<file path="src/ffra_pkg.sv">
// shared widths for the first-fit run allocator
package ffra_pkg;

   localparam int ReqCountW  = 7;
   localparam int SlotFieldW = 6;

endpackage

</file>
<file path="src/ffra_if.sv">
// request and response channel interfaces of the first-fit run allocator
interface ffra_req_if;
   import ffra_pkg::*;

   logic                 valid;
   logic                 ready;
   logic [ReqCountW-1:0] request_count;

   modport source (output valid, output request_count, input ready);
   modport sink   (input valid, input request_count, output ready);
endinterface

interface ffra_rsp_if;
   import ffra_pkg::*;

   logic                  valid;
   logic                  ready;
   logic                  granted;
   logic [SlotFieldW-1:0] first_slot;

   modport source (output valid, output granted, output first_slot, input ready);
   modport sink   (input valid, input granted, input first_slot, output ready);
endinterface

</file>
<file path="src/ffra_ram.sv">
// generic single-write, single-read ram with registered read data
module ffra_ram #(
   parameter int WIDTH = 1,
   parameter int DEPTH = 64
) (
   input  logic                                    clock,
   input  logic                                    wr_en,
   input  logic [((DEPTH > 1) ? $clog2(DEPTH) : 1)-1:0] wr_addr,
   input  logic [WIDTH-1:0]                        wr_data,
   input  logic                                    rd_en,
   input  logic [((DEPTH > 1) ? $clog2(DEPTH) : 1)-1:0] rd_addr,
   output logic [WIDTH-1:0]                        rd_data
);

   logic [WIDTH-1:0] mem_ff [DEPTH];

   always_ff @(posedge clock) begin
      if (wr_en) begin
         mem_ff[wr_addr] <= wr_data;
      end
      if (rd_en) begin
         rd_data <= mem_ff[rd_addr];
      end
   end

endmodule

</file>
<file path="src/first_fit_run_allocator_top.sv">
// first-fit contiguous run allocator over a slot occupancy ram
// After reset the block clears the occupancy ram slot by slot and accepts
// no item meanwhile. A request for zero slots, or for more than SLOT_COUNT,
// goes straight to the finish state, which loads its result into the output
// register once that register is free. Any other request scans the ram from
// slot 0 through its single read port, one slot a cycle, until a free run of
// the requested length ends or the last slot is checked; if a run is found it
// then writes the granted slots one a cycle, and in either case it then loads
// the result register once that register is free. One item is worked at a
// time; the next is accepted once the result has been loaded into the output
// register.
module first_fit_run_allocator_top #(
   parameter int SLOT_COUNT = 64
) (
   input logic         clock,
   input logic         reset,
   ffra_req_if.sink    req_chan,
   ffra_rsp_if.source  rsp_chan
);
   import ffra_pkg::*;

   localparam int AddrW    = (SLOT_COUNT > 1) ? $clog2(SLOT_COUNT) : 1;
   localparam int CntW     = $clog2(SLOT_COUNT + 1);
   localparam int WideW    = (CntW > ReqCountW) ? CntW : ReqCountW;
   localparam int SlotExtW = (AddrW > SlotFieldW) ? AddrW : SlotFieldW;

   localparam logic [AddrW-1:0] LastAddr      = AddrW'(SLOT_COUNT - 1);
   localparam logic [CntW-1:0]  SlotTotal     = CntW'(SLOT_COUNT);
   localparam logic [WideW-1:0] SlotTotalWide = WideW'(SLOT_COUNT);

   localparam logic [2:0] StClear  = 3'd0;
   localparam logic [2:0] StIdle   = 3'd1;
   localparam logic [2:0] StScan   = 3'd2;
   localparam logic [2:0] StMark   = 3'd3;
   localparam logic [2:0] StFinish = 3'd4;

   logic [2:0]            state_ff,       state_in;
   logic [AddrW-1:0]      clr_addr_ff,    clr_addr_in;
   logic [CntW-1:0]       want_ff,        want_in;
   logic [CntW-1:0]       issue_ff,       issue_in;
   logic                  rd_pend_ff,     rd_pend_in;
   logic [AddrW-1:0]      chk_idx_ff,     chk_idx_in;
   logic [CntW-1:0]       run_ff,         run_in;
   logic [AddrW-1:0]      mark_addr_ff,   mark_addr_in;
   logic [CntW-1:0]       mark_left_ff,   mark_left_in;
   logic                  res_granted_ff, res_granted_in;
   logic [AddrW-1:0]      res_start_ff,   res_start_in;
   logic                  rsp_valid_ff,   rsp_valid_in;
   logic                  rsp_granted_ff, rsp_granted_in;
   logic [SlotFieldW-1:0] rsp_slot_ff,    rsp_slot_in;

   logic                  req_accept;
   logic [WideW-1:0]      want_wide;
   logic [CntW-1:0]       run_inc;
   logic [AddrW-1:0]      start_calc;
   logic [SlotExtW-1:0]   start_ext;

   logic                  ram_wr_en;
   logic [AddrW-1:0]      ram_wr_addr;
   logic [0:0]            ram_wr_data;
   logic                  ram_rd_en;
   logic [AddrW-1:0]      ram_rd_addr;
   logic [0:0]            ram_rd_data;

   ffra_ram #(
      .WIDTH (1),
      .DEPTH (SLOT_COUNT)
   ) u_map_ram (
      .clock   (clock),
      .wr_en   (ram_wr_en),
      .wr_addr (ram_wr_addr),
      .wr_data (ram_wr_data),
      .rd_en   (ram_rd_en),
      .rd_addr (ram_rd_addr),
      .rd_data (ram_rd_data)
   );

   assign req_chan.ready      = (state_ff == StIdle);
   assign req_accept          = req_chan.valid && req_chan.ready;
   assign rsp_chan.valid      = rsp_valid_ff;
   assign rsp_chan.granted    = rsp_granted_ff;
   assign rsp_chan.first_slot = rsp_slot_ff;

   assign want_wide  = WideW'(req_chan.request_count);
   assign run_inc    = run_ff + CntW'(1);
   assign start_calc = AddrW'(CntW'(chk_idx_ff) + CntW'(1) - want_ff);
   assign start_ext  = SlotExtW'(res_start_ff);

   always_comb begin
      state_in       = state_ff;
      clr_addr_in    = clr_addr_ff;
      want_in        = want_ff;
      issue_in       = issue_ff;
      rd_pend_in     = 1'b0;
      chk_idx_in     = chk_idx_ff;
      run_in         = run_ff;
      mark_addr_in   = mark_addr_ff;
      mark_left_in   = mark_left_ff;
      res_granted_in = res_granted_ff;
      res_start_in   = res_start_ff;
      rsp_valid_in   = rsp_valid_ff;
      rsp_granted_in = rsp_granted_ff;
      rsp_slot_in    = rsp_slot_ff;
      ram_wr_en      = 1'b0;
      ram_wr_addr    = clr_addr_ff;
      ram_wr_data    = 1'b0;
      ram_rd_en      = 1'b0;
      ram_rd_addr    = issue_ff[AddrW-1:0];

      if (rsp_valid_ff && rsp_chan.ready) begin
         rsp_valid_in = 1'b0;
      end

      case (state_ff)
         StClear: begin
            ram_wr_en   = 1'b1;
            ram_wr_addr = clr_addr_ff;
            ram_wr_data = 1'b0;
            clr_addr_in = clr_addr_ff + AddrW'(1);
            if (clr_addr_ff == LastAddr) begin
               state_in = StIdle;
            end
         end
         StIdle: begin
            if (req_accept) begin
               if (want_wide == '0) begin
                  res_granted_in = 1'b1;
                  res_start_in   = '0;
                  state_in       = StFinish;
               end else if (want_wide > SlotTotalWide) begin
                  res_granted_in = 1'b0;
                  res_start_in   = '0;
                  state_in       = StFinish;
               end else begin
                  want_in  = CntW'(want_wide);
                  issue_in = '0;
                  run_in   = '0;
                  state_in = StScan;
               end
            end
         end
         StScan: begin
            if (issue_ff != SlotTotal) begin
               ram_rd_en   = 1'b1;
               ram_rd_addr = issue_ff[AddrW-1:0];
               issue_in    = issue_ff + CntW'(1);
               chk_idx_in  = issue_ff[AddrW-1:0];
               rd_pend_in  = 1'b1;
            end
            if (rd_pend_ff) begin
               if (ram_rd_data[0]) begin
                  run_in = '0;
               end else begin
                  run_in = run_inc;
               end
               if (!ram_rd_data[0] && (run_inc == want_ff)) begin
                  mark_addr_in   = start_calc;
                  mark_left_in   = want_ff;
                  res_granted_in = 1'b1;
                  res_start_in   = start_calc;
                  rd_pend_in     = 1'b0;
                  state_in       = StMark;
               end else if (chk_idx_ff == LastAddr) begin
                  res_granted_in = 1'b0;
                  res_start_in   = '0;
                  rd_pend_in     = 1'b0;
                  state_in       = StFinish;
               end
            end
         end
         StMark: begin
            ram_wr_en    = 1'b1;
            ram_wr_addr  = mark_addr_ff;
            ram_wr_data  = 1'b1;
            mark_addr_in = mark_addr_ff + AddrW'(1);
            mark_left_in = mark_left_ff - CntW'(1);
            if (mark_left_ff == CntW'(1)) begin
               state_in = StFinish;
            end
         end
         StFinish: begin
            if (!rsp_valid_ff || rsp_chan.ready) begin
               rsp_valid_in   = 1'b1;
               rsp_granted_in = res_granted_ff;
               rsp_slot_in    = start_ext[SlotFieldW-1:0];
               state_in       = StIdle;
            end
         end
         default: begin
            state_in = StIdle;
         end
      endcase
   end

   always_ff @(posedge clock) begin
      if (reset) begin
         state_ff     <= StClear;
         clr_addr_ff  <= '0;
         rd_pend_ff   <= 1'b0;
         rsp_valid_ff <= 1'b0;
      end else begin
         state_ff     <= state_in;
         clr_addr_ff  <= clr_addr_in;
         rd_pend_ff   <= rd_pend_in;
         rsp_valid_ff <= rsp_valid_in;
      end
   end

   always_ff @(posedge clock) begin
      want_ff        <= want_in;
      issue_ff       <= issue_in;
      chk_idx_ff     <= chk_idx_in;
      run_ff         <= run_in;
      mark_addr_ff   <= mark_addr_in;
      mark_left_ff   <= mark_left_in;
      res_granted_ff <= res_granted_in;
      res_start_ff   <= res_start_in;
      rsp_granted_ff <= rsp_granted_in;
      rsp_slot_ff    <= rsp_slot_in;
   end

   // map is only written while clearing or marking a granted run
   a_write_phase: assert property (@(posedge clock) disable iff (reset)
      ram_wr_en |-> (state_ff == StClear) || (state_ff == StMark))
      else $error("occupancy ram written outside clear or mark");

   // a run being marked always has slots left to write
   a_mark_nonzero: assert property (@(posedge clock) disable iff (reset)
      (state_ff == StMark) |-> (mark_left_ff != '0))
      else $error("mark phase with no slots left");

   // one item at a time: no new accept right after one
   a_one_item: assert property (@(posedge clock) disable iff (reset)
      req_accept |=> !req_chan.ready)
      else $error("request accepted while one is in flight");

   // a refused request reports slot zero
   a_refused_zero: assert property (@(posedge clock) disable iff (reset)
      (rsp_valid_ff && !rsp_granted_ff) |-> (rsp_slot_ff == '0))
      else $error("refused item with nonzero first slot");

endmodule

</file>
<file path="src/flat_wrapper.sv">
// flat-port wrapper written by rule: the top's interface ports become plain ports
module first_fit_run_allocator_top_flat import ffra_pkg::*;
#(
   parameter int SLOT_COUNT = 64
)
  (clock, reset, req_chan_valid, req_chan_request_count, req_chan_ready, rsp_chan_valid, rsp_chan_granted, rsp_chan_first_slot, rsp_chan_ready);
  ffra_req_if req_chan_i ();
  ffra_rsp_if rsp_chan_i ();
  input logic clock;
  input logic reset;
  input wire logic [$bits(req_chan_i.valid)-1:0] req_chan_valid;
  input wire logic [$bits(req_chan_i.request_count)-1:0] req_chan_request_count;
  output wire logic [$bits(req_chan_i.ready)-1:0] req_chan_ready;
  output wire logic [$bits(rsp_chan_i.valid)-1:0] rsp_chan_valid;
  output wire logic [$bits(rsp_chan_i.granted)-1:0] rsp_chan_granted;
  output wire logic [$bits(rsp_chan_i.first_slot)-1:0] rsp_chan_first_slot;
  input wire logic [$bits(rsp_chan_i.ready)-1:0] rsp_chan_ready;
  assign req_chan_i.valid = req_chan_valid;
  assign req_chan_i.request_count = req_chan_request_count;
  assign req_chan_ready = req_chan_i.ready;
  assign rsp_chan_valid = rsp_chan_i.valid;
  assign rsp_chan_granted = rsp_chan_i.granted;
  assign rsp_chan_first_slot = rsp_chan_i.first_slot;
  assign rsp_chan_i.ready = rsp_chan_ready;
  first_fit_run_allocator_top #(.SLOT_COUNT(SLOT_COUNT)) u_core (.clock(clock), .reset(reset), .req_chan(req_chan_i), .rsp_chan(rsp_chan_i));
endmodule
</file>
<file path="config.mk">
export PLATFORM = sky130hd
export DESIGN_NAME = first_fit_run_allocator_top_flat
export DESIGN_NICKNAME = d
export VERILOG_FILES = /design/src/ffra_pkg.sv /design/src/ffra_if.sv /design/src/ffra_ram.sv /design/src/first_fit_run_allocator_top.sv /design/src/flat_wrapper.sv
export SDC_FILE = /design/constraint.sdc
export NUM_CORES = 1
export LEC_CHECK = 0
export BUFFER_PORTS_ARGS = -buffer_cell sky130_fd_sc_hd__buf_2
export CAP_MARGIN = 5
export CORE_MARGIN = 10
export CORE_UTILIZATION = 56
export CTS_CLUSTER_DIAMETER = 30
export DETAILED_ROUTE_END_ITERATION = 7
export PLACE_DENSITY_LB_ADDON = 0.05
export SLEW_MARGIN = 15
export SYNTH_ARGS = -nofsm -noshare
export SYNTH_HDL_FRONTEND = slang
export SYNTH_HIERARCHICAL = 1
export SYNTH_SLANG_ARGS = --single-unit
</file>
<file path="constraint.sdc">
create_clock -name clock -period 3.7 [get_ports clock]
set_input_delay 0.925 -clock clock [delete_from_list [all_inputs] [get_ports clock]]
set_output_delay 0.925 -clock clock [all_outputs]
set_load 0.05 [all_outputs]
</file>
Yosys cells after proc, flatten, opt, wreduce, memory -nomap -nowiden
Memories as Yosys holds them, arrays and structs flattened. A register that Yosys moved wholly into a read port is not among the register bits.
Index checks and enable logic that the tools add are counted.
{ "op_classes": {"n_addsub": 7, "multipliers": 0, "div_mod_pow": 0, "order_cmp": 1, "n_eq_ne": 20, "shifts": 0, "n_mux": 51, "n_bitwise": 3, "n_reduce_logical": 20} }
{ "op_table": {"columns": ["op", "count"], "rows": [
  ["7-bit two-way mux", 8],
  ["6-bit two-way mux", 9],
  ["7-bit one-hot mux with 2 select lines", 3],
  ["3-bit two-way mux", 9],
  ["6-bit one-hot mux with 2 select lines", 2],
  ["6-bit by 1-bit adder with 6-bit output, second input constant", 3],
  ["1-bit two-way mux", 18],
  ["3-bit one-hot mux with 5 select lines", 1],
  ["5-bit AND reduction", 3],
  ["7-bit by 1-bit adder with 7-bit output, second input constant", 2],
  ["6-bit equality test, second input constant", 2],
  ["2-bit by 1-bit != test with 1-bit output, second input constant", 6],
  ["7-bit by 1-bit equality test with 1-bit output, second input constant", 1],
  ["7-bit equality test", 1],
  ["7-bit > comparator, second input constant", 1],
  ["7-bit logical NOT", 1],
  ["7-bit != test, second input constant", 1],
  ["7-bit by 1-bit subtractor with 7-bit output, second input constant", 1],
  ["3-bit by 2-bit equality test with 1-bit output, second input constant", 2],
  ["2-bit != test, second input constant", 3],
  ["6-bit AND reduction", 1],
  ["6-bit subtractor", 1],
  ["2-bit AND reduction", 2],
  ["4-bit AND reduction", 1],
  ["other kinds (13)", 20]
]} }
{ "word_totals": {"regBits": 65, "latch_bits": 0, "mem_bits_rw": 64, "rom_bits": 0, "in_bits": 11, "out_inout_bits": 9, "word_cells": 117, "n_memories": 1} }
{ "memory_table": {"columns": ["name", "words", "word_bits", "rd", "rd_clocked_by_memory_dff", "write_ports", "line_no", "text"], "rows": [
  ["u_core.u_map_ram.mem_ff", 64, 1, 1, 1, 1, "ffra_ram.sv:15", "logic [WIDTH-1:0] mem_ff [DEPTH];"]
]} }

Longest topological paths before layout
Gate-level depths: netlist (run 1).
{ "depth": {"word_depth": 6, "ltp_mapped": 11, "ltp_nobuf": 11} }

Cells and area by module
Netlist (run 1), hierarchy kept.
{ "modules_own_cells": {"columns": ["module", "instances", "cells_each", "area_per_inst_um2", "seq_area_each_um2"], "rows": [
  ["first_fit_run_allocator_top", 1, 304, 3377.0, 1841.8],
  ["ffra_ram", 1, 204, 2924.1, 1951.9]
]} }

Worst setup path after synthesis (run 1)
OpenSTA, ideal clock, no wires.
{ "synth_path": {"path_type": "reg2reg", "start": "register u_core.run_ff[0]", "end": "register u_core.mark_addr_ff[0], enable pin", "setup_ns": 0.387, "arrival_time_ns": 2.678, "required_ns": 3.313, "slack_ns": 0.635, "stages_incl_launch_ff": 6, "n_path_buf": 0, "synth_period_minus_slack_ns": 3.065, "cell_sequence": "edfxtp_1 > ha_1 > xor2_1 > or4_4 > or4_4 > a21oi_1"} }
{ "synth_between": {"elab_chain_cells": 5} }
{ "synth_lines": {"columns": ["element", "line_no", "text"], "rows": [
  ["from (decl)", "first_fit_run_allocator_top.sv:43", "logic [CntW-1:0] run_ff, run_in;"],
  ["from (signal assigned)", "first_fit_run_allocator_top.sv:213", "run_ff <= run_in;"],
  ["7-bit by 1-bit adder with 7-bit output", "first_fit_run_allocator_top.sv:85", "assign run_inc = run_ff + CntW'(1);"],
  ["named net u_core.run_inc[1]", "first_fit_run_allocator_top.sv:54", "logic [CntW-1:0] run_inc;"],
  ["7-bit equality test", "first_fit_run_allocator_top.sv:156", "if (!ram_rd_data[0] && (run_inc == want_ff)) begin"],
  ["1-bit logical AND", "first_fit_run_allocator_top.sv:156", null],
  ["2-bit by 1-bit != test with 1-bit output (no line)", null, null],
  ["3-bit AND reduction (no line)", null, null],
  ["to (signal assigned)", "first_fit_run_allocator_top.sv:214", "mark_addr_ff <= mark_addr_in;"],
  ["to (decl)", "first_fit_run_allocator_top.sv:44", "logic [AddrW-1:0] mark_addr_ff, mark_addr_in;"]
]} }
The timed path passes the listed nets, and every way through them passes these cells.
A chain may end at the register's enable or synchronous reset.

Worst setup path in the final report (run 1)
{ "layout_path": {"start": "register u_core.run_ff[0]", "end": "register u_core.res_start_ff[2], enable pin"} }
{ "layout_between": {"elab_chain_cells": 5} }
{ "layout_lines": {"columns": ["element", "line_no", "text"], "rows": [
  ["7-bit by 1-bit adder with 7-bit output", "first_fit_run_allocator_top.sv:85", null],
  ["named net u_core.run_inc[1]", "first_fit_run_allocator_top.sv:54", null],
  ["7-bit equality test", "first_fit_run_allocator_top.sv:156", null],
  ["1-bit logical AND", "first_fit_run_allocator_top.sv:156", null],
  ["3-bit by 1-bit != test with 1-bit output (no line)", null, null],
  ["5-bit AND reduction (no line)", null, null],
  ["to (signal assigned)", "first_fit_run_allocator_top.sv:217", "res_start_ff <= res_start_in;"],
  ["to (decl)", "first_fit_run_allocator_top.sv:47", "logic [AddrW-1:0] res_start_ff, res_start_in;"]
]} }
The timed path passes the listed nets, and every way through them passes these cells.

==> impl_metrics.env, run 1 <==
export IMPL_vias=3970
export IMPL_fill_cells=850
export IMPL_place_ws_ns=0.704
export IMPL_finalSetupViolations=0
export IMPL_fin_nets=561
export IMPL_ys_seq_area_share_pct=60.2
export IMPL_fin_crit_ns=2.99
export IMPL_cts_sinks=130
export IMPL_dieArea_um2=15900
export IMPL_layout_commonest_cell="edfxtp_1"
export IMPL_ctsHtreeMaxLevel=4
export IMPL_first_pass_iters=4
export IMPL_cts_resized=0
export IMPL_antenna_left=0
export IMPL_grt_total_usage_pct=16.3
export IMPL_setup_slack_ns=0.710
export IMPL_synth_top_area_share_pct=56.7
export IMPL_syn_to_final_growth_pct=12.8
export IMPL_postCtsHoldBufs=0
export IMPL_outcome="completed"
export IMPL_synthCells=508
export IMPL_hpwl_mm=8.57
export IMPL_p_per_area_nw_per_um2=559
export IMPL_maxCapViolCount=0
export IMPL_gp_congestion=0.827
export IMPL_postCtsSetupRepairBufs=0
export IMPL_grt_antenna_before_repair=0
export IMPL_clk_pin_slew_worst_paths_ns=0.05
export IMPL_grt_remaining_overflow=0
export IMPL_row_count=38
export IMPL_fp_coreArea_um2=10900
export IMPL_max_freq_mhz=334
export IMPL_fp_dieH_um=126
export IMPL_grt_pass1_vias=3954
export IMPL_hp_class="flip-flop to flip-flop"
export IMPL_hold_viol_final=0
export IMPL_routed_wl_mm=12.6
export IMPL_clk_latency_ns=0.42
export IMPL_cpPeakStageDelay_ns=0.61
export IMPL_synth_area_leader_cell="edfxtp_1"
export IMPL_critPathSlowestCell="a21oi_1"
export IMPL_yosysWarnings=6
export IMPL_synthDistinctLibCells=50
export IMPL_via_per_inst=5.79
export IMPL_diodes=0
export IMPL_drive_gt1_share_pct=14.3
export IMPL_drcViolationCount=0
export IMPL_finalCritPeriodShare_pct=80.8
export IMPL_ys_ff_latch=130
export IMPL_finalMaxSlewViolations=0
export IMPL_initial_core_util_pct=57.6
export IMPL_crit_chain="ha_1 > xor2_1 > or4_4 > or4_4 > a21oi_1"
export IMPL_synth_edf_count=119
export IMPL_cts_tree="done"
export IMPL_ys_top_cells_by_area="edfxtp_1, nor2_1, mux4_2"
export IMPL_vdd_ir_drop_worst_v=0.000400
export IMPL_numCtsBuffers=17
export IMPL_ys_flop_type="edfxtp_1"
export IMPL_crit_path_end_kind="flip-flop"
export IMPL_cts_buffer_depth=2
export IMPL_syn_nets=536
export IMPL_wl_per_cell_um=18.4
export IMPL_cpMostUsedCell="or4_4"
export IMPL_numPortBuffers=19
export IMPL_critical_path_arrival_ns=3.03
export IMPL_fp_dieW_um=126
export IMPL_drt_initial_drc_count=234
export IMPL_crit_type="flip-flop to flip-flop"
export IMPL_worst_setup_path_start_kind="flip-flop"
export IMPL_synthesis_area_um2=6300
export IMPL_ys_async_sr_fraction_pct=0
export IMPL_most_common_layout_cells="edfxtp_1, nor2_1, nand2_1, inv_1, xnor2_1"
export IMPL_grt_max_degree=66
export IMPL_slew_limit_headroom_pct=32.3
export IMPL_crit_required_ns=3.74
export IMPL_avgSynthCellArea_um2=12.4
export IMPL_grt_first_pass_wirelength_mm=20.5
export IMPL_path_max_fanout=7
export IMPL_cts_root_buf="clkbuf_16"
export IMPL_p_leak_nw=2.37
export IMPL_tightest_slew_ns=1.00
export IMPL_setup_tns_ns=0
export IMPL_rsz0062_at_grt="false"
export IMPL_pin_count=20
export IMPL_fin_skew_ns=0.00784
per-layer routing:
metal / global-route usage, % / share of wire [%]
met5: 0 / 0
met4: 7.77 / 2.6
met3: 4.49 / 5.5
met2: 26.9 / 50
met1: 19.5 / 42
state kept, by name, indices dropped and copies added, names as in the netlist:
| signal | flops |
|---|---|
| u_core/clr_addr_ff | 6 |
| u_core/u_map_ram/rd_data | 1 |
| u_core/rsp_chan.first_slot | 6 |
| u_core/run_ff | 7 |
| u_core/res_start_ff | 6 |
| u_core/want_ff | 7 |
| u_core/issue_ff | 7 |
| u_core/rsp_chan.granted | 1 |
| u_core/mark_left_ff | 7 |
| u_core/state_ff | 3 |
| u_core/rd_pend_ff | 1 |
| u_core/rsp_chan.valid | 1 |
| u_core/res_granted_ff | 1 |
| u_core/chk_idx_ff | 6 |
| u_core/mark_addr_ff | 6 |
| u_core/u_map_ram/mem_ff | 64 |
path summary, 6_finish.rpt:
kind	end	depth (start not counted)	from	slack, ns
worst max-delay path	u_core/res_start_ff[2]$_SDFFCE_PN0P_	5	u_core/run_ff[0]$_SDFFCE_PP0P_	0.71
worst min-delay path	u_core/rsp_chan.first_slot[5]$_DFFE_PP_	0	u_core/res_start_ff[5]$_SDFFCE_PN0P_	0.42
worst max register to register	u_core/res_start_ff[2]$_SDFFCE_PN0P_	5	u_core/run_ff[0]$_SDFFCE_PP0P_	0.71
worst min register to register	u_core/rsp_chan.first_slot[5]$_DFFE_PP_	0	u_core/res_start_ff[5]$_SDFFCE_PN0P_	0.42
synth_stat cells, types with 4 or more instances:
master    number
nand4_1        6
o21ai_0       13
nand2b_1       4
inv_1         23
nor3_1         7
nand2_1       31
xor2_1        16
clkbuf_1      17
edfxtp_1     119
nor2_1       104
nand3_1       21
mux2_2         7
xnor2_1       22
mux4_1         7
ha_1          16
mux4_2        10
dfxtp_1       11
a21oi_1       15
mux2i_1        4
and2_1         4
nand3b_1       4
nor2b_1        6
critical path: cells and delay by family (launching register included):
| kind | cells | cell delay (ns) |
|---|---|---|
| compound gates | 1 | 0.61 |
| xor+xnor | 1 | 0.14 |
| fa+ha+maj | 1 | 0.35 |
| flops | 1 | 0.45 |
| simple gates | 2 | 1.06 |
stage by stage:
| stage | hold WS (ns) | power (mW) | cells | util [%] | cell area [um2] |
|---|---|---|---|---|---|
| 6_report | 0.417 | 3.97 | 686 | 65.0 | 7110 |
| 5_1_grt | 0.429 | 4.14 | 686 | 65.0 | 7110 |
| 4_1_cts | 0.418 | 4.00 | 686 | 65.0 | 7110 |
| 3_5_place_dp | 0.405 | 2.38 | 654 | 59.7 | 6530 |
| 3_3_place_gp | 0.407 | 2.36 | 654 | 59.7 | 6530 |
| 2_1_floorplan | 0.400 | 2.21 | 508 | - | 6300 |
area by class of cell:
class	instances	area, um2	area share [%]
sequential	130	3790	53.4
multi-input combinational	335	2330	32.8
clock buffer	18	429	6.04
tap	140	175	2.46
timing repair buffer	26	148	2.08
clock inverter	14	145	2.04
inverter	23	86.3	1.21
cells by family (layout without fill, tap and decap cells):
group | count (synthesis) | count (layout) | share of synthesized area [%]
AO/OA/AOI/OAI | 43 | 43 | 4.29
XOR/XNOR | 39 | 39 | 5.54
adder cells (fa/ha/maj) | 17 | 17 | 3.49
buffers and inverters | 43 | 81 | 2.82
flip-flops | 130 | 130 | 60.2
multiplexers | 28 | 28 | 8.38
AND/OR/NAND/NOR | 208 | 208 | 15.3
where the power goes:
group | leakage, nW | internal [mW] | switching, mW
clock network | 0.289 | 1.04 | 0.583
registers | 1.06 | 1.69 | 0.0697
logic | 1.02 | 0.207 | 0.387
total | 2.37 | 2.93 | 1.04
No activity file was read; power rests on OpenSTA's default activity.
==> inputs of run 2 (changes only) <==
Clock period 3.7 ns to 3 ns, I/O delays scaled along.
==> run 2 against run 1 <==
  * Cell count is 0.73% higher
  * Sequential share of layout area is 0.29 points lower
  * Largest power group unchanged
  * Critical endpoint is now u_core/mark_left_ff[2]$_DFFE_PP_
  * Clock skew hardly changed
  * Sequential power is 23% higher
  * Flip-flop and latch count stayed put
  * Non-clock buffer count is 6 higher
  * Fmax is 12% higher
  * Largest cell class unchanged
  * Via count is 0.45% lower
  * Utilization is 0.35 points higher
==> impl_metrics.env, run 2 (synthesized netlist as in run 1, its figures left out) <==
export IMPL_fp_dieW_um=126
export IMPL_place_ws_ns=0.343
export IMPL_vias=3952
export IMPL_layout_commonest_cell="edfxtp_1"
export IMPL_cts_tree="done"
export IMPL_hold_viol_final=0
export IMPL_grt_remaining_overflow=0
export IMPL_slew_limit_headroom_pct=32.6
export IMPL_diodes=0
export IMPL_via_per_inst=5.72
export IMPL_row_count=38
export IMPL_m1WireLength_mm=5.21
export IMPL_fin_cells=691
export IMPL_route_met2_wl_mm=6.35
export IMPL_cts_sinks=130
export IMPL_critPathSlowestCell="or4_4"
export IMPL_grt_antenna_before_repair=0
export IMPL_drt_initial_drc_count=276
export IMPL_finish_utilization_pct=65.3
export IMPL_cpPeakStageDelay_ns=0.59
export IMPL_syn_to_final_growth_pct=13.4
export IMPL_fp_dieH_um=126
export IMPL_fin_crit_ns=2.67
export IMPL_multi_input_area_um2=2330
export IMPL_regMostFlops="u_core/u_map_ram/mem_ff"
export IMPL_tightest_slew_ns=1.00
export IMPL_finalSetupViolations=0
export IMPL_dieArea_um2=15900
export IMPL_finalMaxSlewViolations=0
export IMPL_maxCapViolCount=0
export IMPL_wl_per_cell_um=17.9
export IMPL_numPortBuffers=19
export IMPL_finalCritPeriodShare_pct=89.1
export IMPL_clk_latency_ns=0.41
export IMPL_crit_required_ns=3.12
export IMPL_crit_path_end_kind="flip-flop"
export IMPL_initial_core_util_pct=57.6
export IMPL_most_common_layout_cells="edfxtp_1, nor2_1, nand2_1, inv_1, xnor2_1"
export IMPL_top_layer="met4"
export IMPL_fill_cells=863
export IMPL_hpwl_mm=8.69
export IMPL_path_max_fanout=7
export IMPL_routed_wl_mm=12.3
export IMPL_ctsHtreeMaxLevel=4
export IMPL_first_pass_iters=5
export IMPL_setup_slack_ns=0.327
export IMPL_p_leak_nw=2.38
export IMPL_vdd_ir_drop_worst_v=0.000563
export IMPL_worst_setup_path_start_kind="flip-flop"
export IMPL_p_per_area_nw_per_um2=678
export IMPL_dp_cells=660
export IMPL_cp_top_family="simple AND/OR/NAND/NOR gates"
export IMPL_critical_path_arrival_ns=2.79
export IMPL_cpMostUsedCell="or4_4"
export IMPL_crit_type="flip-flop to flip-flop"
export IMPL_postCtsHoldBufs=0
export IMPL_largest_reg_flops=64
export IMPL_fin_skew_ns=0.00775
export IMPL_numCtsBuffers=17
export IMPL_grt_total_usage_pct=16.2
export IMPL_cts_buffer_depth=2
export IMPL_outcome="completed"
export IMPL_seqCellArea_um2=3790
export IMPL_fin_nets=567
export IMPL_setup_tns_ns=0
export IMPL_cts_root_buf="clkbuf_16"
export IMPL_fp_coreArea_um2=10900
export IMPL_drive_gt1_share_pct=15.1
export IMPL_max_freq_mhz=374
export IMPL_crit_chain="ha_1 > xor2_1 > or4_4 > or4_4 > a21oi_2 > buf_4"
export IMPL_gp_congestion=0.826
export IMPL_cts_resized=0
export IMPL_antenna_left=0
export IMPL_grt_pass1_vias=4042
export IMPL_rsz0062_at_grt="false"
export IMPL_crit_buf_inv=1
export IMPL_grt_first_pass_wirelength_mm=20.6
export IMPL_postCtsSetupRepairBufs=0
export IMPL_clk_pin_slew_worst_paths_ns=0.06
export IMPL_pin_count=20
export IMPL_hp_class="flip-flop to flip-flop"
export IMPL_drcViolationCount=0
export IMPL_grt_max_degree=66
export IMPL_wl_met3_um=574
==> run 2: changes by cell type in the layout (fill, tap and decap cells not counted), sizes merged <==
| cell | previous run | this run |
|---|---|---|
| clkinvlp | 0 | 2 |
| clkbuf | 18 | 20 |
| bufinv | 3 | 2 |
| buf | 26 | 32 |
| clkinv | 11 | 7 |
==> run 2: area by class of cell <==
type | instances | share of cell area, %
flip-flops and latches | 130 | 53.1
inverters | 23 | 1.21
multi-input cells | 335 | 32.7
repair buffers | 32 | 2.87
clock buffers | 20 | 6.11
well taps | 140 | 2.45
clock inverters | 11 | 1.61
==> run 2: power breakdown <==
group	internal, mW	switching [mW]
Clock	1.21	0.726
Sequential	2.08	0.0778
Combinational	0.266	0.493
Total	3.55	1.30
==> run 2: through the flow <==
stage               area [um2]  total power, mW  hold WS [ns]
floorplan                 6300             2.72         0.400
global placement          6590             2.92         0.405
detailed placement        6590             2.94         0.405
CTS                       7150             4.87         0.417
global route              7150             5.05         0.425
finish                    7150             4.85         0.416
==> run 2: worst reg2reg max path, cell delays in order (launching register included) <==
cell,delay [ns]
edfxtp_1,0.45
ha_1,0.35
xor2_1,0.15
or4_4,0.49
or4_4,0.59
a21oi_2,0.18
buf_4,0.17
==> run 2: layer usage <==
metal,global-route usage [%],vias up
met1,19.4,1932
li1,-,1898
met3,4.15,14
met5,0,-
met2,27.1,108
met4,6.56,0
==> run 2: worst paths after layout <==
kind	start	end	slack [ns]	cells past startpoint
min reg2reg	u_core/res_start_ff[5]$_SDFFCE_PN0P_	u_core/rsp_chan.first_slot[5]$_DFFE_PP_	0.42	0
min	u_core/res_start_ff[5]$_SDFFCE_PN0P_	u_core/rsp_chan.first_slot[5]$_DFFE_PP_	0.42	0
max reg2reg	u_core/run_ff[0]$_SDFFCE_PP0P_	u_core/mark_left_ff[2]$_DFFE_PP_	0.33	6
max	u_core/run_ff[0]$_SDFFCE_PP0P_	u_core/mark_left_ff[2]$_DFFE_PP_	0.33	6
